--- src/hdl/sobel_edge_magnitude_top_defines.svh ---
// assertion macros for the sobel edge magnitude block
`ifndef SOBEL_EDGE_MAGNITUDE_TOP_DEFINES_SVH
`define SOBEL_EDGE_MAGNITUDE_TOP_DEFINES_SVH

// same-cycle implication, checked on clk while out of reset
`define SEM_ASSERT_IMPL(label, ante, cons, msg) \
  label: assert property (@(posedge clk) disable iff (!rst_n) (ante) |-> (cons)) \
    else $error(msg);

// next-cycle implication, checked on clk while out of reset
`define SEM_ASSERT_NEXT(label, ante, cons, msg) \
  label: assert property (@(posedge clk) disable iff (!rst_n) (ante) |=> (cons)) \
    else $error(msg);

`endif

--- src/hdl/sem_sobel_core.sv ---
// 3x3 window columns and the l1 sobel gradient
`timescale 1ns / 1ps

module sem_sobel_core (
  input  logic       clk,
  input  logic       rst_n,
  input  logic       shift_en,
  input  logic [7:0] top,
  input  logic [7:0] mid,
  input  logic [7:0] bot,
  output logic [7:0] level
);

  // entries 0..2 column c-2, 3..5 column c-1, each top, middle, bottom
  logic [7:0] win_r [0:5];

  logic [9:0]  right_sum;
  logic [9:0]  left_sum;
  logic [9:0]  lower_sum;
  logic [9:0]  upper_sum;
  logic [9:0]  abs_x;
  logic [9:0]  abs_y;
  logic [10:0] mag;

  always_ff @(posedge clk) begin
    if (!rst_n) begin
      for (int i = 0; i < 6; i++) begin
        win_r[i] <= 8'd0;
      end
    end else if (shift_en) begin
      win_r[0] <= win_r[3];
      win_r[1] <= win_r[4];
      win_r[2] <= win_r[5];
      win_r[3] <= top;
      win_r[4] <= mid;
      win_r[5] <= bot;
    end
  end

  always_comb begin
    right_sum = {2'b00, top} + {1'b0, mid, 1'b0} + {2'b00, bot};
    left_sum  = {2'b00, win_r[0]} + {1'b0, win_r[1], 1'b0} + {2'b00, win_r[2]};
    lower_sum = {2'b00, win_r[2]} + {1'b0, win_r[5], 1'b0} + {2'b00, bot};
    upper_sum = {2'b00, win_r[0]} + {1'b0, win_r[3], 1'b0} + {2'b00, top};
    abs_x = (right_sum >= left_sum) ? right_sum - left_sum : left_sum - right_sum;
    abs_y = (lower_sum >= upper_sum) ? lower_sum - upper_sum : upper_sum - lower_sum;
    mag   = {1'b0, abs_x} + {1'b0, abs_y};
    level = (mag > 11'd255) ? 8'hFF : mag[7:0];
  end

endmodule

--- config.mk ---
export PLATFORM = sky130hd
export DESIGN_NAME = sem_sobel_core
export DESIGN_NICKNAME = d
export VERILOG_FILES = /design/src/hdl/sobel_edge_magnitude_top_defines.svh /design/src/hdl/sem_sobel_core.sv
export SDC_FILE = /design/constraint.sdc
export NUM_CORES = 1
export LEC_CHECK = 0
export ABC_AREA = 1
export BUFFER_PORTS_ARGS = -buffer_cell sky130_fd_sc_hd__buf_2
export CAP_MARGIN = 5
export CORE_MARGIN = 2
export CORE_UTILIZATION = 55
export CTS_CLUSTER_SIZE = 14
export DETAILED_ROUTE_END_ITERATION = 10
export GPL_TIMING_DRIVEN = 0
export PLACE_DENSITY_LB_ADDON = 0.3
export SLEW_MARGIN = 20
export SYNTH_ARGS = -nofsm -noshare
export SYNTH_HDL_FRONTEND = slang
export SYNTH_SLANG_ARGS = --single-unit
--- constraint.sdc ---
create_clock -name clk -period 8.3 [get_ports clk]
set_input_delay 1.245 -clock clk [delete_from_list [all_inputs] [get_ports clk]]
set_output_delay 1.245 -clock clk [all_outputs]
set_load 0.03 [all_outputs]
; ---- Word level (Yosys, flattened, before mapping)
; Memory sizes are Yosys's and may differ from the RTL's.
; Index checks and enable logic that the tools add are counted.
[op_classes]
addsub = 13
n_lt_le_gt_ge = 3
mux = 13
bitwise = 6
[ops]
columns = operator, count
row1 = 2-to-1 mux 8 bit, 7
row2 = adder 10 x 8 -> 10 bit, 4
row3 = adder 8 x 9 -> 10 bit, 4
row4 = subtractor 10 bit, 4
row5 = >= comparator 10 bit, 2
row6 = 2-to-1 mux 10 bit, 2
row7 = adder 10 x 10 -> 11 bit, 1
row8 = "> comparator 11 x 8 -> 1 bit, second input constant", 1
row9 = OR 1 bit, 6
row10 = 2-to-1 mux 1 bit, 4
[totals]
ff_bits = 0
mem_bits_rw = 48
inputBits = 27
out_inout_bits = 8
wordCells = 36
memories = 1
[mem_list]
columns = memory, depth, width, read_ports, rd_ports_with_merged_regs, wr, line_no
row1 = win_r, 6, 8, 6, 0, 6, sem_sobel_core.sv:15  ; logic [7:0] win_r [0:5];

; ---- Longest topological paths before layout
[logic_depth]
ltp_word = 7
ltp_mapped = 33
ltp_nobuf = 32

; ---- Worst setup path after synthesis
; Ideal clock, no wire load.
[synth_path]
kind = input to output
startpoint = in bot[1]
endpoint = out level[0]
arrival_ps = 5528
required_time_ps = 7055
slack_ps = 1527
path_stages = 30
n_path_buf = 1
path_cell_list = inv_1 fa_1 inv_1 ha_1 fa_1 nand3_1 nand3_1 nand2_1 nand2_1 a21oi_1 nand2_1 nand2_1 inv_1 ha_1 nand2_1 nand2_1 a21oi_1 nand4_2 buf_6 nand2_1 nand2_1 fa_1 nand3_1 nand2_1 nand2_1 nand2_1 nand2_1 nand3_1 nor2_2 nand2_1
[synth_via]
elab_chain_cells = 6
word_cells_on_any_way = 13
cone_classes = add/sub (7) / order compare (3) / mux (3)
[synth_rtl]
columns = item, line_no
row1 = from (decl), sem_sobel_core.sv:10  ; input logic [7:0] bot,
row2 = adder 10 x 8 -> 10 bit (on tied branches), "sem_sobel_core.sv:41, sem_sobel_core.sv:43"
row3 = subtractor 10 bit (tied with other cells), sem_sobel_core.sv:45  ; abs_x = (right_sum >= left_sum) ? right_sum - left_sum : left_sum - right_sum;
row4 = 2-to-1 mux 10 bit (on tied branches), "sem_sobel_core.sv:45, sem_sobel_core.sv:46"
row5 = adder 10 x 10 -> 11 bit (*), sem_sobel_core.sv:47  ; mag = {1'b0, abs_x} + {1'b0, abs_y};
row6 = > comparator 11 x 8 -> 1 bit, sem_sobel_core.sv:48  ; level = (mag > 11'd255) ? 8'hFF : mag[7:0];
row7 = 2-to-1 mux 8 bit (*), sem_sobel_core.sv:48
row8 = to (decl), sem_sobel_core.sv:11  ; output logic [7:0] level
; Every way passes the cells marked *; elsewhere a longest branch is shown, timed or not.

; ---- Worst setup path after layout
; Same ends and word-level chain as after synthesis.

==> flow_summary.toml <==
[synth]
synthCells = 951
synth_ff_type = "edfxtp_1"
syn-num-nets = 1099
yosys_warnings = 0
async_flop_share_pct = 0
syn_area_um2 = 6650
synth_seq_cells = 48
post-synth-top-count-cell = "nand2_1"
yosys-top-cells-count = "nand2_1 (262), inv_1 (231), ha_1 (84), nor2_1 (79), nand3_1 (60)"
synth.area.top_cells = "edfxtp_1 (22%), ha_1 (16%), nand2_1 (15%)"
synth_largest_area_cell = "edfxtp_1"
syn_area_per_cell_um2 = 6.99
ys_types = 26
synth_top_area_share_pct = 21.7
synth_edf_count = 48
synth_seq_area_share_pct = 21.7

[global_routing]
grt_pass1_wl_mm = 24.3
antenna_found_initial = 0
grt_usage_pct = 23.3
gr-total-overflow = 0
first_global_vias = 5298
grt_max_degree = 26

[sta]
fmax_mhz = 133
finalSetupTns_ns = 0
layout_setup_ws_ns = 0.784
hold_viol = 0
fin_skew_ns = 0.00491
drv_slew = 0
setup_viol = 0
finalCritPeriodShare_pct = 90.6
tightest_slew_ns = 0.629
period_needed_ns = 7.52
rsz0062_at_grt = "false"
relSlewSlack_pct = 57.9

[critical_path]
worst-path-buf-inv = 6
critPathMaxFanout = 10
slowest_delay_ns = 0.54
path_class = "in -> out"
reg2reg_depth = 2
worst_path_most_repeated_cell = "nand2_1"
cp.arrival_ns = 6.27
crit_family = "adder cells"
crit_required_ns = 7.05
regToRegSetupSlack_ns = 7.49
start_kind = "input pin"
path_depth = 32
cp_slowest_cell = "fa_1"
endpoint_kind = "primary output"

[job]
maxCapViolations = 0

[floorplan]
rows = 40
die_w_um = 114
die_h_um = 114
initial_core_util_pct = 55.8
dieArea_um2 = 13000
core-area_um2 = 11900
ios = 35

[hold_path]
worstHoldPathType = "reg -> reg"
hold_path_depth = 2

[place]
dp_slack_ns = 0.792
portBuffers = 34
postPlaceCellArea_um2 = 7040
gp_congestion = 0.886
dp_hpwl_mm = 12.0

[routing]
via_per_inst = 4.98
ant_nets = 0
drc_errors = 0
drt_wl_total_mm = 14.2
wl_per_cell_um = 12.5
drt_pass1_iterations = 5
num_vias = 5677
drtIter0Drc = 361

[clock_tree]
cts_setup_buffers = 0
clk_pin_slew_worst_paths_ns = 0.06
numCtsBuffers = 5
clock_latency_ns = 0.29
htreeDepth = 2
tritoncts = "done"
cts_resized = 0
ctsHoldBuffers = 0
clock_sinks = 48
cts_buffer_depth = 2
root_buffer = "clkbuf_16"

[finish]
area_delta_synth_final_pct = 8.56
largest_reg_flops = 48
final_area_um2 = 7220
top_register = "win_r"
layout-drive-gt1-share_pct = 6.95
layout.nets = 1141
diodes = 0
reg_top3 = "win_r (48)"
post-route-util_pct = 60.6

[outcome]
status = "finished clean"
-- layout make-up --
class                      count  area [um^2]
timing repair buffer          35          198
tap                          147          184
multi-input combinational    662         4290
fill                        1095         4690
buffer                        10         52.6
clock buffer                   5          125
sequential                    48         1440
clock inverter                 2         60.1
inverter                     231          867
-- final timing paths --
kind,from,end
setup reg to reg,win_r[3][4],win_r[0][4]
hold reg to reg,win_r[4][7],win_r[1][7]
setup / recovery,bot[1],level[0]
hold / removal,win_r[4][7],win_r[1][7]
-- through the flow --
| step | hold WS (ns) | instances |
|---|---|---|
| 2_1_floorplan | 0.519 | 951 |
| 3_3_place_gp | 0.521 | 1132 |
| 3_5_place_dp | 0.535 | 1133 |
| 4_1_cts | 0.550 | 1140 |
| 5_1_grt | 0.587 | 1140 |
| 6_report | 0.550 | 1140 |
-- per-layer routing --
metal  track usage, %  share of wire [%]  vias up
met5                0                  0        -
met4             4.23                1.5        0
met3             2.07                4.6       16
met2             41.0                 48      158
met1             31.8                 46     2498
li1                 -                  -     3005
-- worst register-to-register path: stages, from the launching register on --
cell and delay [ns]:
edfxtp_1 0.37, inv_1 0.11, nor2_1 0.07
-- cells by family (layout without fill, tap and decap cells) --
family	Yosys count	after routing	synth area share [%]
AO/OA/AOI/OAI	68	68	5.70
XOR/XNOR	35	35	4.61
adder cells (fa/ha/maj)	121	121	26.9
buffers and inverters	241	283	13.8
flip-flops	48	48	21.7
AND/OR/NAND/NOR	438	438	27.3
-- cell usage in the layout, fill, tap and decap left out, drive strengths merged, types with 5 or more instances in the layout --
cell and instances:
a21oi 53, xnor2 8, fa 37, xor2 27, buf 40, nor2 87, clkbuf 10, inv 231
or2 6, ha 84, nand3 60, o21ai 5, nand4 17, edfxtp 48, nand2 264
Power is not shown: default switching activity piles up to over one toggle a cycle in this logic, so the estimate is an artifact.
