$ cat src/hdl/sobel_edge_magnitude_top_defines.svh
// assertion macros for the sobel edge magnitude block
`ifndef SOBEL_EDGE_MAGNITUDE_TOP_DEFINES_SVH
`define SOBEL_EDGE_MAGNITUDE_TOP_DEFINES_SVH

// same-cycle implication, checked on clk while out of reset
`define SEM_ASSERT_IMPL(label, ante, cons, msg) \
  label: assert property (@(posedge clk) disable iff (!rst_n) (ante) |-> (cons)) \
    else $error(msg);

// next-cycle implication, checked on clk while out of reset
`define SEM_ASSERT_NEXT(label, ante, cons, msg) \
  label: assert property (@(posedge clk) disable iff (!rst_n) (ante) |=> (cons)) \
    else $error(msg);

`endif

$ cat src/hdl/sem_pkg.sv
// shared constants, types and the luma function for the sobel edge block
`timescale 1ns / 1ps

package sem_pkg;

  localparam int MaxWidth  = 2048;
  localparam int MaxHeight = 4096;

  localparam int ColW     = $clog2(MaxWidth);
  localparam int RowW     = $clog2(MaxHeight);
  localparam int FwW      = 12;
  localparam int FhW      = 13;
  localparam int CfgDataW = 13;
  localparam int CfgIdxW  = 1;
  localparam int FifoDepth = 4;
  localparam int FifoPtrW  = $clog2(FifoDepth);
  localparam int FifoCntW  = $clog2(FifoDepth + 1);

  localparam logic [CfgIdxW-1:0] REG_FRAME_WIDTH  = 1'b0;
  localparam logic [CfgIdxW-1:0] REG_FRAME_HEIGHT = 1'b1;

  localparam logic [FwW-1:0] FwReset = 12'd640;
  localparam logic [FhW-1:0] FhReset = 13'd480;
  localparam logic [FwW-1:0] FwMax   = FwW'(MaxWidth);
  localparam logic [FhW-1:0] FhMax   = FhW'(MaxHeight);

  // unsigned q0.16 luma weights, they sum to 65536
  localparam logic [15:0] LumaR = 16'd19595;
  localparam logic [15:0] LumaG = 16'd38470;
  localparam logic [15:0] LumaB = 16'd7471;

  typedef struct packed {
    logic [ColW-1:0] col;
    logic [RowW-1:0] row;
    logic [7:0]      level;
    logic            last;
  } sem_result_t;

  typedef struct packed {
    logic [ColW-1:0] col;
    logic [RowW-1:0] row;
    logic            interior;
    logic            border;
  } sem_pos_t;

  typedef struct packed {
    logic [1:0]  count;
    sem_result_t first;
    sem_result_t second;
  } sem_push_t;

  function automatic logic [7:0] luma(input logic [7:0] red,
                                      input logic [7:0] green,
                                      input logic [7:0] blue);
    logic [23:0] acc;
    acc = 24'(LumaR) * 24'(red) + 24'(LumaG) * 24'(green) + 24'(LumaB) * 24'(blue);
    return acc[23:16];
  endfunction

endpackage

$ cat src/hdl/sem_out_fifo.sv
// small result queue taking up to two words per cycle
`timescale 1ns / 1ps

module sem_out_fifo (
  input  logic                clk,
  input  logic                rst_n,
  input  sem_pkg::sem_push_t  push,
  input  logic                pop,
  output logic                room,
  output logic                out_valid,
  output sem_pkg::sem_result_t out_item
);

  sem_pkg::sem_result_t             fifo_r [0:sem_pkg::FifoDepth-1];
  logic [sem_pkg::FifoPtrW-1:0]     wr_ptr_r;
  logic [sem_pkg::FifoPtrW-1:0]     wr_ptr_nxt;
  logic [sem_pkg::FifoPtrW-1:0]     rd_ptr_r;
  logic [sem_pkg::FifoPtrW-1:0]     rd_ptr_nxt;
  logic [sem_pkg::FifoCntW-1:0]     count_r;
  logic [sem_pkg::FifoCntW-1:0]     count_nxt;
  logic [sem_pkg::FifoPtrW-1:0]     wr_ptr_plus;

  assign wr_ptr_plus = wr_ptr_r + 1'b1;

  // room for a full two-word push whatever the consumer does
  assign room      = count_r <= sem_pkg::FifoCntW'(sem_pkg::FifoDepth - 2);
  assign out_valid = count_r != '0;
  assign out_item  = fifo_r[rd_ptr_r];

  always_comb begin
    wr_ptr_nxt = wr_ptr_r + sem_pkg::FifoPtrW'(push.count);
    rd_ptr_nxt = rd_ptr_r + sem_pkg::FifoPtrW'(pop);
    count_nxt  = count_r + sem_pkg::FifoCntW'(push.count) - sem_pkg::FifoCntW'(pop);
  end

  always_ff @(posedge clk) begin
    if (push.count != 2'd0) begin
      fifo_r[wr_ptr_r] <= push.first;
    end
    if (push.count == 2'd2) begin
      fifo_r[wr_ptr_plus] <= push.second;
    end
  end

  always_ff @(posedge clk) begin
    if (!rst_n) begin
      wr_ptr_r <= '0;
      rd_ptr_r <= '0;
      count_r  <= '0;
    end else begin
      wr_ptr_r <= wr_ptr_nxt;
      rd_ptr_r <= rd_ptr_nxt;
      count_r  <= count_nxt;
    end
  end

endmodule

$ cat config.mk
export PLATFORM = sky130hd
export DESIGN_NAME = sem_out_fifo
export DESIGN_NICKNAME = d
export VERILOG_FILES = /design/src/hdl/sobel_edge_magnitude_top_defines.svh /design/src/hdl/sem_pkg.sv /design/src/hdl/sem_out_fifo.sv
export SDC_FILE = /design/constraint.sdc
export NUM_CORES = 1
export LEC_CHECK = 0
export ABC_AREA = 0
export ABC_CLOCK_PERIOD_IN_PS = 11280
export BUFFER_PORTS_ARGS = -buffer_cell sky130_fd_sc_hd__buf_2
export CAP_MARGIN = 10
export CORE_ASPECT_RATIO = 1.4
export CORE_MARGIN = 8
export CORE_UTILIZATION = 40
export CTS_CLUSTER_DIAMETER = 200
export DETAILED_ROUTE_END_ITERATION = 10
export SLEW_MARGIN = 0
export SYNTH_ARGS = -nofsm -noshare
export SYNTH_HDL_FRONTEND = slang
export SYNTH_SLANG_ARGS = --single-unit
export TNS_END_PERCENT = 20
$ cat constraint.sdc
create_clock -name clk -period 11.28 [get_ports clk]
set_clock_uncertainty 0.1 [all_clocks]
set_input_delay 2.256 -clock clk [delete_from_list [all_inputs] [get_ports clk]]
set_output_delay 2.256 -clock clk [all_outputs]
set_load 0.05 [all_outputs]
======== Word level (Yosys, flattened, before mapping) ========
Memory sizes are Yosys's and may differ from the RTL's. A register that Yosys moved wholly into a read port is not among the register bits.
Index checks and enable logic that the tools add are counted.
storage, ports and cells
  register bits ........................... 7
  latch bits .............................. 0
  memory bits (writable) .................. 128
  bits in read-only memories .............. 0
  output and inout port bits .............. 34
  memories kept ........................... 1
operators by class
  $add $sub $neg .......................... 5
  multiply operators ...................... 0
  divide/modulo/power cells ............... 0
  magnitude comparators ................... 1
  equality and inequality tests ........... 1
  shifts and indexed selects .............. 0
  multiplexer cells ....................... 5
  bitwise gates (word level) .............. 0
  reduce and logical (&&, ||, !) cells .... 2
memory list
  name    words  bits a word  rd ports  clocked after memory_dff  wr ports  line                source
  fifo_r  4      32           1         1                         2         sem_out_fifo.sv:14  sem_pkg::sem_result_t fifo_r [0:sem_pkg::FifoDepth-1];
operators with widths
  kind                 number
  $mux 1               4
  $add 3x2->3          1
  $le 3x2->1 const B   1
  $reduce_bool 3->1    1
  $sub 3x1->3          1
  $add 2x1->2          1
  $add 2x1->2 const B  1
  $add 2x2->2          1
  $eq 2x2->1 const B   1
  $mux 2               1
  $reduce_bool 2->1    1

======== Logic depth before layout (Yosys ltp) ========
Gate-level depths: netlist of run 1.
  depth after elaboration ................. 3
  mapped depth ............................ 8

======== Worst setup path before layout of run 1 ========
Ideal clock, no wire load.
  path kind ............................... input to register
  start ................................... input push[65] (netlist bit)
  end ..................................... memory fifo_r[0][0] (netlist bit), enable pin
  library setup time ...................... 0.466 ns
  arrival time ............................ 4.764 ns
  data required time ...................... 10.714 ns
  path slack .............................. 5.950 ns
  cell stages on the path ................. 3
  cells stage by stage .................... buf_4 o21bai_1 o21ai_0
RTL lines
  element      line                source
  from (decl)  sem_out_fifo.sv:7   input sem_pkg::sem_push_t push,
  to (decl)    sem_out_fifo.sv:14

==> impl_summary.log, run 1 <==
[metrics] status: complete, no violations
[metrics] transition time at the pin with the least slew margin: around 1200 ps
[metrics] total DRC errors in the routed layout: 0
[metrics] via count of the first global-routing pass: 4108
[metrics] Placement Rows: 56
[metrics] leading cell type in the layout, fill and taps excluded: sky130_fd_sc_hd__edfxtp_1
[metrics] unrepaired setup endpoints after global routing: no
[metrics] Worst Hold Depth: 2
[metrics] initial standard-cell utilization of the core: 0.4086
[metrics] warning count from the yosys run: 0
[metrics] startpoint of the lowest-slack hold path: count_r[2]
[metrics] number of buffers added by the clock tree synthesis step: 17
[metrics] internal power consumption: 1.084 mW
[metrics] Net Sw Power: 0.4306 mW
[metrics] core box area: 16820 um2
[metrics] initial DRC count: 160
[metrics] Nets: 534
[metrics] min cycle time layout: 4814 ps
[metrics] count of input and output buffers: 102
[metrics] max_slew headroom: 0.2261
[metrics] Setup crit end kind: output port
[metrics] critical register-to-register path startpoint: wr_ptr_r[1]
[metrics] DIE WIDTH: around 130 um
[metrics] wire length of the first global-routing pass: 23.43 mm
[metrics] maximum clock frequency: slightly above 200 MHz
[metrics] number of distinct library cells after synthesis: 27
[metrics] sequential share of power: 0.421
[metrics] reg-to-reg slack, setup: 8590 ps
[metrics] clock share of power: 0.371
[metrics] setup TNS after final layout: 0 ps
[metrics] top cells by area in the synthesized netlist: sky130_fd_sc_hd__edfxtp_1, sky130_fd_sc_hd__mux2_4, sky130_fd_sc_hd__mux4_2, sky130_fd_sc_hd__mux2_2, sky130_fd_sc_hd__mux2_1
[metrics] total iterations of the first detailed-routing run: 4
[metrics] worst setup margin: 6466 ps
[metrics] number of H-tree levels: 4
[metrics] # clock sinks: 135
[metrics] wire length per cell: 22.59 um
[metrics] terminus of the critical flop-to-flop path: fifo_r[3][22]
[metrics] Syn-to-layout area delta: 18.99%
[metrics] Register-to-Register Path Depth: 3
[metrics] maximum number of pins on one net before global-route repair: 34
[metrics] commonest non-fill, non-tap cells in the layout: sky130_fd_sc_hd__edfxtp_1, sky130_fd_sc_hd__buf_2, sky130_fd_sc_hd__mux2_4, sky130_fd_sc_hd__mux2_2, sky130_fd_sc_hd__mux4_2
[metrics] Max Transition Viols Final: 0
[metrics] Netlist Area Pre-Place: 6870 um2
[metrics] fraction of power spent switching nets: 0.2843
[metrics] number of antenna diodes: 0
[metrics] post-detailed-route count of antenna-violating nets: 0
[metrics] buffer count from post-CTS setup fixing: 0
[metrics] global-route total usage across every layer: 0.1455
[metrics] later-pin clock latency in the skew report: 410 ps
[metrics] top-level I/O count: 103
[metrics] category of the most critical setup path: reg2out
[metrics] number of hold violations in the final report: 0
[metrics] startpoint class of the critical path: register
[metrics] power density normalized to cell area: ~190 nW/um2
[metrics] area share of the largest cell type after synthesis: 0.5595
[metrics] initial antenna violation count: 0
[metrics] ratio of cells with drive above 1 in the final layout: 0.5975
[metrics] data arrival time of the critical path: between 2000 and 2500 ps
[metrics] HPWL after DPL: 9.782 mm
[metrics] post-detailed-route via-to-cell ratio: 5.265
[metrics] flip-flop and latch count after synthesis: roughly 140
[metrics] Req. time, crit path: 8920 ps
[metrics] remaining global-route overflow: 0
[metrics] async set-reset flop share out of synthesis: 0
[metrics] Logic pwr share: 0.208
[metrics] weighted congestion at the end of routability-driven global placement: about 0.72
[metrics] part of the Yosys area used for sequential elements: 0.5799
[metrics] Routed Wire Length: 15.25 mm
[metrics] final setup vio count: 0
[metrics] CTS tree: built
[metrics] end point of the most critical hold path: count_r[2]
[metrics] number of flops mapped to enable cells by yosys: 128
[metrics] clock root buffer master: sky130_fd_sc_hd__clkbuf_16
[metrics] number of buffers on the longest clock path: 2
[metrics] Post-Synthesis Mean Instance Area: 19.46 um2
[metrics] class of the tightest hold or removal check: reg2reg
[metrics] total via count after detailed routing: ~3600
[metrics] hold buffers post-CTS: 0
[metrics] overall die height: 171.1 um
[metrics] total die area: 21690 um2
[metrics] Worst Setup Slack post-DPL: ~6800 ps
[metrics] Mapped Nets: about 430
[metrics] post-synth top area cell: sky130_fd_sc_hd__edfxtp_1
[metrics] total of cells resized after clock tree synthesis: 0
[metrics] max cap viols: 0
[metrics] fin crit share: 0.4268
[metrics] worst ir drop on vdd: 132.9 uV
[metrics] Main synth FF type: sky130_fd_sc_hd__edfxtp_1
[metrics] static leakage: 3.051 nW
[metrics] Synth Instances: 353
[metrics] clock-pin slew reported for the worst setup and hold paths after clock tree synthesis: 60 ps
[metrics] CP Max Fanout: 18
==> layout make-up <==
class / count / area (um2)
fillers: 1460 / 8641
flip-flops and latches: 135 / 3986
multi-input cells: 188 / 2730
repair buffers: 111 / 578.1
clock buffers: 18 / 429.2
well taps: 203 / 254.0
clock inverters: 14 / 175.2
inverters: 6 / 22.52
==> metal layers <==
layer | global-route usage | part of all wire | up-vias
li1 | - | - | 1636
met4 | 0.04359 | 0.013 | 0
met3 | 0.04143 | 0.038 | 10
met5 | 0 | 0 | -
met2 | 0.2646 | 0.54 | 78
met1 | 0.1617 | 0.41 | 1830
==> state kept, by name (all words and copies together), names as in the netlist <==
register	count
count_r	3
fifo_r	128
rd_ptr_r	2
wr_ptr_r	2
==> critical path, stage by stage (launching register included) <==
cell	delay, ps
sky130_fd_sc_hd__dfxtp_2	720
sky130_fd_sc_hd__buf_4	490
sky130_fd_sc_hd__mux4_2	590
sky130_fd_sc_hd__buf_2	230
==> power by group through the flow <==
stage | registers (mW) | clock network [mW] | logic, mW
3_5_place_dp | 0.650 | 0 | 0.321
3_3_place_gp | 0.647 | 0 | 0.318
4_1_cts | 0.640 | 0.573 | 0.322
2_1_floorplan | 0.635 | 0 | 0.245
5_1_grt | 0.644 | 0.594 | 0.335
6_report | 0.638 | 0.562 | 0.315
==> worst max path at each step <==
stage | from | endpoint | slack, ps | depth (start not counted)
floorplan | push[65] | fifo_r[0][0] | 5950 | 3
global placement | push[64] | fifo_r[3][22] | 6820 | 4
detailed placement | push[65] | fifo_r[2][29] | 6780 | 5
CTS | rd_ptr_r[0] | out_item[2] | 6370 | 3
global route | rd_ptr_r[0] | out_item[30] | 6270 | 3
finish | rd_ptr_r[0] | out_item[30] | 6470 | 3
==> Yosys cell counts (all sizes together) (2+ instances only) <==
library cell    n
nor2b           2
inv             6
dfxtp           7
clkbuf          4
mux2          128
nor2            2
mux4           32
ha              5
edfxtp        128
xnor3           2
buf            20
and2            5
o21bai          2
==> cell families after synthesis <==
logic type,count (synthesis),synth area share
AOI/OAI and AO/OA,4,0.003640
xor gates and xnor gates,3,0.007831
and+or+nand+nor,14,0.01730
DFF,135,0.5799
buffers and inverters,30,0.03041
adders and majority gates,6,0.01202
muxes,161,0.3489
==> through the flow <==
stage	utilization	area (um2)	power, mW	std cells	hold slack [ps]
3_5_place_dp	0.4502	7571	0.9715	643	587.7
6_report	0.4862	8175	1.515	675	595.7
2_1_floorplan	-	6870	0.8802	353	439.6
3_3_place_gp	0.4502	7571	0.9650	643	579.0
5_1_grt	0.4862	8175	1.572	675	633.7
4_1_cts	0.4862	8175	1.535	675	602.5
No activity file was read; power rests on OpenSTA's default activity.
==> run 2, diff against run 1 <==
- ABC_AREA: 0 -> 1
- ABC_CLOCK_PERIOD_IN_PS: 11280 -> 4950
- clock period: 11.28 -> 4.95 ns (I/O delays scaled with it)
==> run 2 against run 1 <==
Against the previous run:
- final area increased by 1.5%
- clock power increased by 120%
- sequential cell count unchanged
- critical path depth increased by 1
- critical endpoint is now out_item[29]
- worst setup slack got worse by 4900 ps
- area after synthesis increased by 4.0%
- total power increased by 120%
- final cell count increased by 61%
- register-to-register slack got worse by 6100 ps
==> impl_summary.log, run 2 <==
[metrics] Syn-to-layout area delta: 16.19%
[metrics] maximum clock frequency: 298.2 MHz
[metrics] ratio of cells with drive above 1 in the final layout: 0.2388 (-0.3587)
[metrics] setup TNS after final layout: 0 ps (unchanged)
[metrics] count of input and output buffers: 102 (unchanged)
[metrics] area fraction in compound gates after synthesis: 0.2004 (+0.1968)
[metrics] core box area: 17710 um2 (+5.3%)
[metrics] Biggest register: fifo_r
[metrics] # clock sinks: 135 (unchanged)
[metrics] share of cell area taken by muxes after synthesis: 0 (-0.3489)
[metrics] hold slack final: 529.4 ps (-66.36 ps)
[metrics] number of distinct library cells after synthesis: 23 (-15%)
[metrics] initial antenna violation count: 1 (+1)
[metrics] leading cell type in the layout, fill and taps excluded: sky130_fd_sc_hd__nand2_1
[metrics] global-route total usage across every layer: 0.1531 (+0.007567)
[metrics] number of buffers on the longest clock path: 2 (unchanged)
[metrics] initial DRC count: 332 (+110%)
[metrics] startpoint class of the critical path: register
[metrics] number of buffers added by the clock tree synthesis step: 17 (unchanged)
[metrics] buffer count from post-CTS setup fixing: 0 (unchanged)
[metrics] number of H-tree levels: 4 (unchanged)
[metrics] total via count after detailed routing: 5312 (+49%)
[metrics] max cap viols: 0 (unchanged)
[metrics] post-detailed-route via-to-cell ratio: 4.891 (-7.1%)
[metrics] fin crit share: 0.6774
[metrics] number of buffer and inverter instances along the worst setup path: 2 (unchanged)
[metrics] largest registers: fifo_r: 128 flops, count_r: 3 flops
[metrics] total DRC errors in the routed layout: 0 (unchanged)
[metrics] total of cells resized after clock tree synthesis: 0 (unchanged)
[metrics] transition time at the pin with the least slew margin: 1199 ps (+40.98 ps)
[metrics] Req. time, crit path: 3860 ps (-5060 ps)
[metrics] wire length per cell: 15.26 um (-32%)
[metrics] crit-path leading delay family: flip-flops
[metrics] XOR/XNOR share of the synthesized area: 0.001226 (-0.006605)
[metrics] class of the tightest hold or removal check: reg2reg
[metrics] HPWL after DPL: 10.73 mm (+9.7%)
[metrics] top-level I/O count: 103 (unchanged)
[metrics] async set-reset flop share out of synthesis: 0 (unchanged)
[metrics] largest family of logic cells by synthesized area: compound AO/OA/AOI/OAI gates
[metrics] Main synth FF type: sky130_fd_sc_hd__edfxtp_1
[metrics] worst ir drop on vdd: 195.5 uV (+47%)
[metrics] Routed Wire Length: 16.58 mm (+8.7%)
[metrics] warning count from the yosys run: 0 (unchanged)
[metrics] total iterations of the first detailed-routing run: 4 (unchanged)
[metrics] most numerous cell in the Yosys netlist: sky130_fd_sc_hd__nand2_1
[metrics] data arrival time of the critical path: 2260 ps (-200 ps)
[metrics] Max Transition Viols Final: 0 (unchanged)
[metrics] Placement Rows: 58 (+3.6%)
[metrics] Synth Instances: 752 (+110%)
[metrics] CP Max Fanout: 38 (+20)
[metrics] later-pin clock latency in the skew report: 410 ps (about the same)
[metrics] total die area: 22450 um2 (+3.5%)
[metrics] top cells by area in the synthesized netlist: sky130_fd_sc_hd__edfxtp_1, sky130_fd_sc_hd__nand2_1, sky130_fd_sc_hd__o21ai_2, sky130_fd_sc_hd__inv_1, sky130_fd_sc_hd__o21ai_0
[metrics] non-filler instance count after layout: 1086 (+61%)
[metrics] crit-path max cell delay: 850 ps (+130 ps)
[metrics] number of flops mapped to enable cells by yosys: 128 (unchanged)
[metrics] total placed cells including tap cells: 1054 (+64%)
[metrics] category of the most critical setup path: reg2out
[metrics] status: complete, no violations
[metrics] overall die height: 174.1 um (+1.8%)
[metrics] top post-synthesis cells by count: sky130_fd_sc_hd__nand2_1, sky130_fd_sc_hd__edfxtp_1, sky130_fd_sc_hd__inv_1
[metrics] Setup crit end kind: output port
[metrics] post-detailed-route count of antenna-violating nets: 0 (unchanged)
[metrics] power density normalized to cell area: 407.9 nW/um2 (+120%)
[metrics] ordered list of cells on the worst path: buf_4, o211ai_1, nand2_1, buf_2
[metrics] weighted congestion at the end of routability-driven global placement: 0.7853 (+9.7%)
[metrics] Nets: 908 (+70%)
[metrics] remaining global-route overflow: 0 (unchanged)
[metrics] final core utilization: 0.4686 (-0.01754)
[metrics] clock root buffer master: sky130_fd_sc_hd__clkbuf_16
[metrics] Post-Synthesis Mean Instance Area: 9.497 um2 (-51%)
[metrics] Mapped Nets: 827 (+93%)
[metrics] area share of fa/ha/maj cells after synthesis: 0.01156 (-0.0004569)
[metrics] max FFs per register: 128 (unchanged)
[metrics] clock-pin slew reported for the worst setup and hold paths after clock tree synthesis: 60 ps (about the same)
[metrics] Critical Path Slowest Stage Cell: sky130_fd_sc_hd__dfxtp_2
[metrics] simple-gate share of the synthesized area: 0.1172 (+0.09990)
[metrics] final setup vio count: 0 (unchanged)
[metrics] number of antenna diodes: 0 (unchanged)
[metrics] wire length of the first global-routing pass: 26.88 mm (+15%)
[metrics] unrepaired setup endpoints after global routing: no
[metrics] part of the Yosys area used for sequential elements: 0.5578 (-0.02204)
[metrics] min cycle time layout: 3353 ps
[metrics] number of hold violations in the final report: 0 (unchanged)
[metrics] CTS tree: built
[metrics] initial standard-cell utilization of the core: 0.4033 (-0.005221)
[metrics] area share of the largest cell type after synthesis: 0.5382 (-0.02127)
[metrics] maximum number of pins on one net before global-route repair: 66 (+94%)
[metrics] hold buffers post-CTS: 0 (unchanged)
[metrics] commonest non-fill, non-tap cells in the layout: sky130_fd_sc_hd__nand2_1, sky130_fd_sc_hd__edfxtp_1, sky130_fd_sc_hd__inv_1, sky130_fd_sc_hd__buf_2, sky130_fd_sc_hd__o21ai_0
[metrics] DIE WIDTH: 128.9 um (+1.7%)
[metrics] post-synth top area cell: sky130_fd_sc_hd__edfxtp_1
[metrics] static leakage: 3.646 nW (+19%)
[metrics] max_slew headroom: 0.1976 (-0.02852)
[metrics] Netlist Area Pre-Place: 7142 um2 (+4.0%)
[metrics] via count of the first global-routing pass: 5344 (+30%)
[metrics] flip-flop and latch count after synthesis: 135 (unchanged)
-- run 2: kinds of logic after synthesis --
family,after synthesis
compound gates,231
xor+xnor,1
buf+inv,160
fa+ha+maj,6
simple gates,219
flops,135
-- run 2: final timing paths --
kind / start / to / slack (ps) / cells after the start
worst max register to register: wr_ptr_r[1] / fifo_r[3][11] / 2480 / 4
worst min-delay path: count_r[2] / count_r[2] / 530 / 3
worst min register to register: count_r[2] / count_r[2] / 530 / 3
worst max-delay path: rd_ptr_r[1] / out_item[29] / 1600 / 4
-- run 2: stage by stage --
stage / instance area, um2 / power (mW) / setup slack, ps
6_report: 8298 / 3.385 / 1597
5_1_grt: 8298 / 3.517 / 1444
4_1_cts: 8298 / 3.413 / 1549
3_5_place_dp: 7711 / 2.164 / 1919
3_3_place_gp: 7711 / 2.155 / 1952
2_1_floorplan: 7142 / 1.969 / 905.0
-- run 2: tightest hold or removal path: stages, from the launching register on --
cell and delay (ps):
sky130_fd_sc_hd__dfxtp_1 380, sky130_fd_sc_hd__nand2_1 60, sky130_fd_sc_hd__nand3_1 70, sky130_fd_sc_hd__a21oi_1 60
-- run 2: per-layer routing --
layer | GRT usage | vias up | share of wire
li1 | - | 2687 | -
met1 | 0.1676 | 2505 | 0.40
met2 | 0.2774 | 98 | 0.54
met3 | 0.03680 | 20 | 0.036
met4 | 0.05504 | 2 | 0.016
met5 | 0 | - | 0.00072
-- run 2: final cells by class --
type,count,area [um2]
clock inverters,14,157.7
fillers,1714,9409
inverters,111,416.7
multi-input cells,457,2427
flip-flops and latches,135,3989
well taps,240,300.3
repair buffers,111,578.1
clock buffers,18,429.2
-- run 2: report_power, final --
| part | leakage, nW | switching, mW | internal, mW |
|---|---|---|---|
| clock network | 0.272 | 0.473 | 0.785 |
| logic | 2.11 | 0.515 | 0.179 |
| registers | 1.26 | 0.0502 | 1.38 |
| total | 3.65 | 1.04 | 2.35 |
==> run 3, diff against run 2 <==
- ABC_CLOCK_PERIOD_IN_PS: 4950 -> 3100
- clock period: 4.95 -> 3.1 ns (I/O delays scaled with it)
==> run 3 against run 2 <==
Against the previous run:
- wire length shrank 1.8%
- sequential power grew 58%
- global-route usage is essentially flat
- final area grew 1.7%
- non-clock buffer count grew 4
- critical endpoint unchanged
- largest power group unchanged
- register-to-register slack lost 1600 ps
- first-iteration DRC count shrank 5.1%
- worst setup slack lost 1100 ps
- largest cell class unchanged
==> impl_summary.log, run 3 (same netlist as run 2, synthesis figures left out) <==
[metrics] status: complete, no violations
[metrics] Worst Setup Slack post-DPL: 691.0 ps (-1228 ps)
[metrics] worst setup margin: 535.6 ps (-1061 ps)
[metrics] max cap viols: 0 (unchanged)
[metrics] initial antenna violation count: 0 (-1)
[metrics] unrepaired setup endpoints after global routing: no
[metrics] number of buffer and inverter instances along the worst setup path: 2 (unchanged)
[metrics] Syn-to-layout area delta: 18.17%
[metrics] critical register-to-register path startpoint: wr_ptr_r[1]
[metrics] max FFs per register: 128 (unchanged)
[metrics] buffer count from post-CTS setup fixing: 0 (unchanged)
[metrics] CTS tree: built
[metrics] Biggest register: fifo_r
[metrics] post-detailed-route count of antenna-violating nets: 0 (unchanged)
[metrics] ratio of cells with drive above 1 in the final layout: 0.2447 (+0.005935)
[metrics] clock-pin slew reported for the worst setup and hold paths after clock tree synthesis: 60 ps (about the same)
[metrics] number of hold violations in the final report: 0 (unchanged)
[metrics] min cycle time layout: 2564 ps
[metrics] clock root buffer master: sky130_fd_sc_hd__clkbuf_16
[metrics] transition time at the pin with the least slew margin: 738.6 ps (-460.5 ps)
[metrics] max_slew headroom: 0.5058 (+0.3082)
[metrics] count of input and output buffers: 102 (unchanged)
[metrics] weighted congestion at the end of routability-driven global placement: 0.7591 (-3.3%)
[metrics] wire length per cell: 14.94 um (-2.1%)
[metrics] Routed Wire Length: 16.28 mm (-1.8%)
[metrics] maximum number of pins on one net before global-route repair: 65 (-1.5%)
[metrics] startpoint of the lowest-slack hold path: rst_n
[metrics] total DRC errors in the routed layout: 0 (unchanged)
[metrics] DIE WIDTH: 128.9 um (unchanged)
[metrics] number of buffers added by the clock tree synthesis step: 17 (unchanged)
[metrics] hold slack final: 356.8 ps (-172.5 ps)
[metrics] Req. time, crit path: 2380 ps (-1480 ps)
[metrics] largest registers: fifo_r: 128 flops, count_r: 3 flops
[metrics] reg-to-reg slack, setup: 910 ps (-1570 ps)
[metrics] initial standard-cell utilization of the core: 0.4033 (unchanged)
[metrics] total placed cells including tap cells: 1058 (+0.38%)
[metrics] post-detailed-route via-to-cell ratio: 4.851 (-0.82%)
[metrics] final setup vio count: 0 (unchanged)
[metrics] later-pin clock latency in the skew report: 410 ps (about the same)
[metrics] crit-path leading delay family: flip-flops
[metrics] leading cell type in the layout, fill and taps excluded: sky130_fd_sc_hd__nand2_1
[metrics] number of antenna diodes: 0 (unchanged)
[metrics] Placement Rows: 58 (unchanged)
[metrics] ordered list of cells on the worst path: buf_4, a21oi_1, o21ai_0, nand2_1, buf_2
[metrics] initial DRC count: 315 (-5.1%)
[metrics] HPWL after DPL: 10.78 mm (+0.51%)
[metrics] Register-to-Register Path Depth: 5 (+1)
[metrics] commonest non-fill, non-tap cells in the layout: sky130_fd_sc_hd__nand2_1, sky130_fd_sc_hd__edfxtp_1, sky130_fd_sc_hd__inv_1, sky130_fd_sc_hd__buf_2, sky130_fd_sc_hd__o21ai_0
[metrics] total via count after detailed routing: 5288 (-0.45%)
[metrics] Nets: 912 (+0.44%)
[metrics] overall die height: 174.1 um (unchanged)
[metrics] class of the tightest hold or removal check: in2reg
[metrics] terminus of the critical flop-to-flop path: fifo_r[3][20]
[metrics] end point of the most critical hold path: wr_ptr_r[0]
[metrics] Design Power: 5.577 mW (+65%)
[metrics] # clock sinks: 135 (unchanged)
[metrics] hold buffers post-CTS: 0 (unchanged)
[metrics] Setup crit end kind: output port
[metrics] number of buffers on the longest clock path: 2 (unchanged)
[metrics] setup TNS after final layout: 0 ps (unchanged)
[metrics] wire length of the first global-routing pass: 26.99 mm (+0.44%)
[metrics] fin crit share: 0.8272
[metrics] total die area: 22450 um2 (unchanged)
[metrics] total of cells resized after clock tree synthesis: 0 (unchanged)
[metrics] total iterations of the first detailed-routing run: 5 (+1)
[metrics] core box area: 17710 um2 (unchanged)
[metrics] crit-path max cell delay: 560 ps (-290 ps)
[metrics] category of the most critical setup path: reg2out
[metrics] startpoint class of the critical path: register
[metrics] static leakage: 3.712 nW (+1.8%)
[metrics] CP Max Fanout: 29 (-24%)
[metrics] power density normalized to cell area: 660.8 nW/um2 (+62%)
[metrics] Worst Hold Depth: 3 (unchanged)
[metrics] non-filler instance count after layout: 1090 (+0.37%)
[metrics] top-level I/O count: 103 (unchanged)
[metrics] remaining global-route overflow: 0 (unchanged)
[metrics] data arrival time of the critical path: 1840 ps (-420 ps)
[metrics] Max Transition Viols Final: 0 (unchanged)
[metrics] maximum clock frequency: between 300 and 400 MHz
[metrics] via count of the first global-routing pass: 5369 (+0.47%)
[metrics] global-route total usage across every layer: 0.1526 (-0.0004619)
[metrics] worst ir drop on vdd: 366.7 uV (+88%)
[metrics] number of H-tree levels: 4 (unchanged)
[metrics] Critical Path Slowest Stage Cell: sky130_fd_sc_hd__dfxtp_4
[run 3: how the worst max path moves through the flow]
stage	from	end	slack, ps	cells after the start
CTS	rd_ptr_r[0]	out_item[29]	490	5
finish	rd_ptr_r[0]	out_item[29]	540	5
global route	rd_ptr_r[0]	out_item[6]	380	5
floorplan	push[65]	fifo_r[0][0]	-580	2
global placement	push[65]	fifo_r[3][17]	730	6
detailed placement	push[65]	fifo_r[3][17]	690	6
[run 3: where the power goes]
| group | internal (mW) | leakage (nW) | total [mW] | switching [mW] |
|---|---|---|---|---|
| Clock | 1.42 | 0.297 | 2.16 | 0.741 |
| Combinational | 0.304 | 2.15 | 1.15 | 0.850 |
| Sequential | 2.21 | 1.26 | 2.26 | 0.0576 |
| Total | 3.93 | 3.71 | 5.58 | 1.65 |
[run 3: tightest hold or removal path, stage by stage]
cell	delay, ps
sky130_fd_sc_hd__buf_2	120
sky130_fd_sc_hd__nand2_1	60
sky130_fd_sc_hd__inv_1	40
[run 3: stage by stage]
step	utilization	cell area (um2)
6_report	0.4766	8439
5_1_grt	0.4766	8439
4_1_cts	0.4766	8439
3_5_place_dp	0.4407	7804
3_3_place_gp	0.4407	7804
2_1_floorplan	-	7142
[run 3: cell type report]
type	instances	area (um2)
clock buffer	18	429.2
clock inverter	14	206.4
fill	1744	9268
inverter	111	416.7
multi-input combinational	457	2427
sequential	135	3989
tap	240	300.3
timing repair buffer	115	670.6
[run 3: routing by layer]
metal / global-route usage / vias to the layer above / share of wire
li1: - / 2697 / -
met1: 0.1657 / 2468 / 0.39
met2: 0.2837 / 110 / 0.56
met3: 0.03159 / 13 / 0.044
met4: 0.05061 / 0 / 0.0096
met5: 0 / - / 0
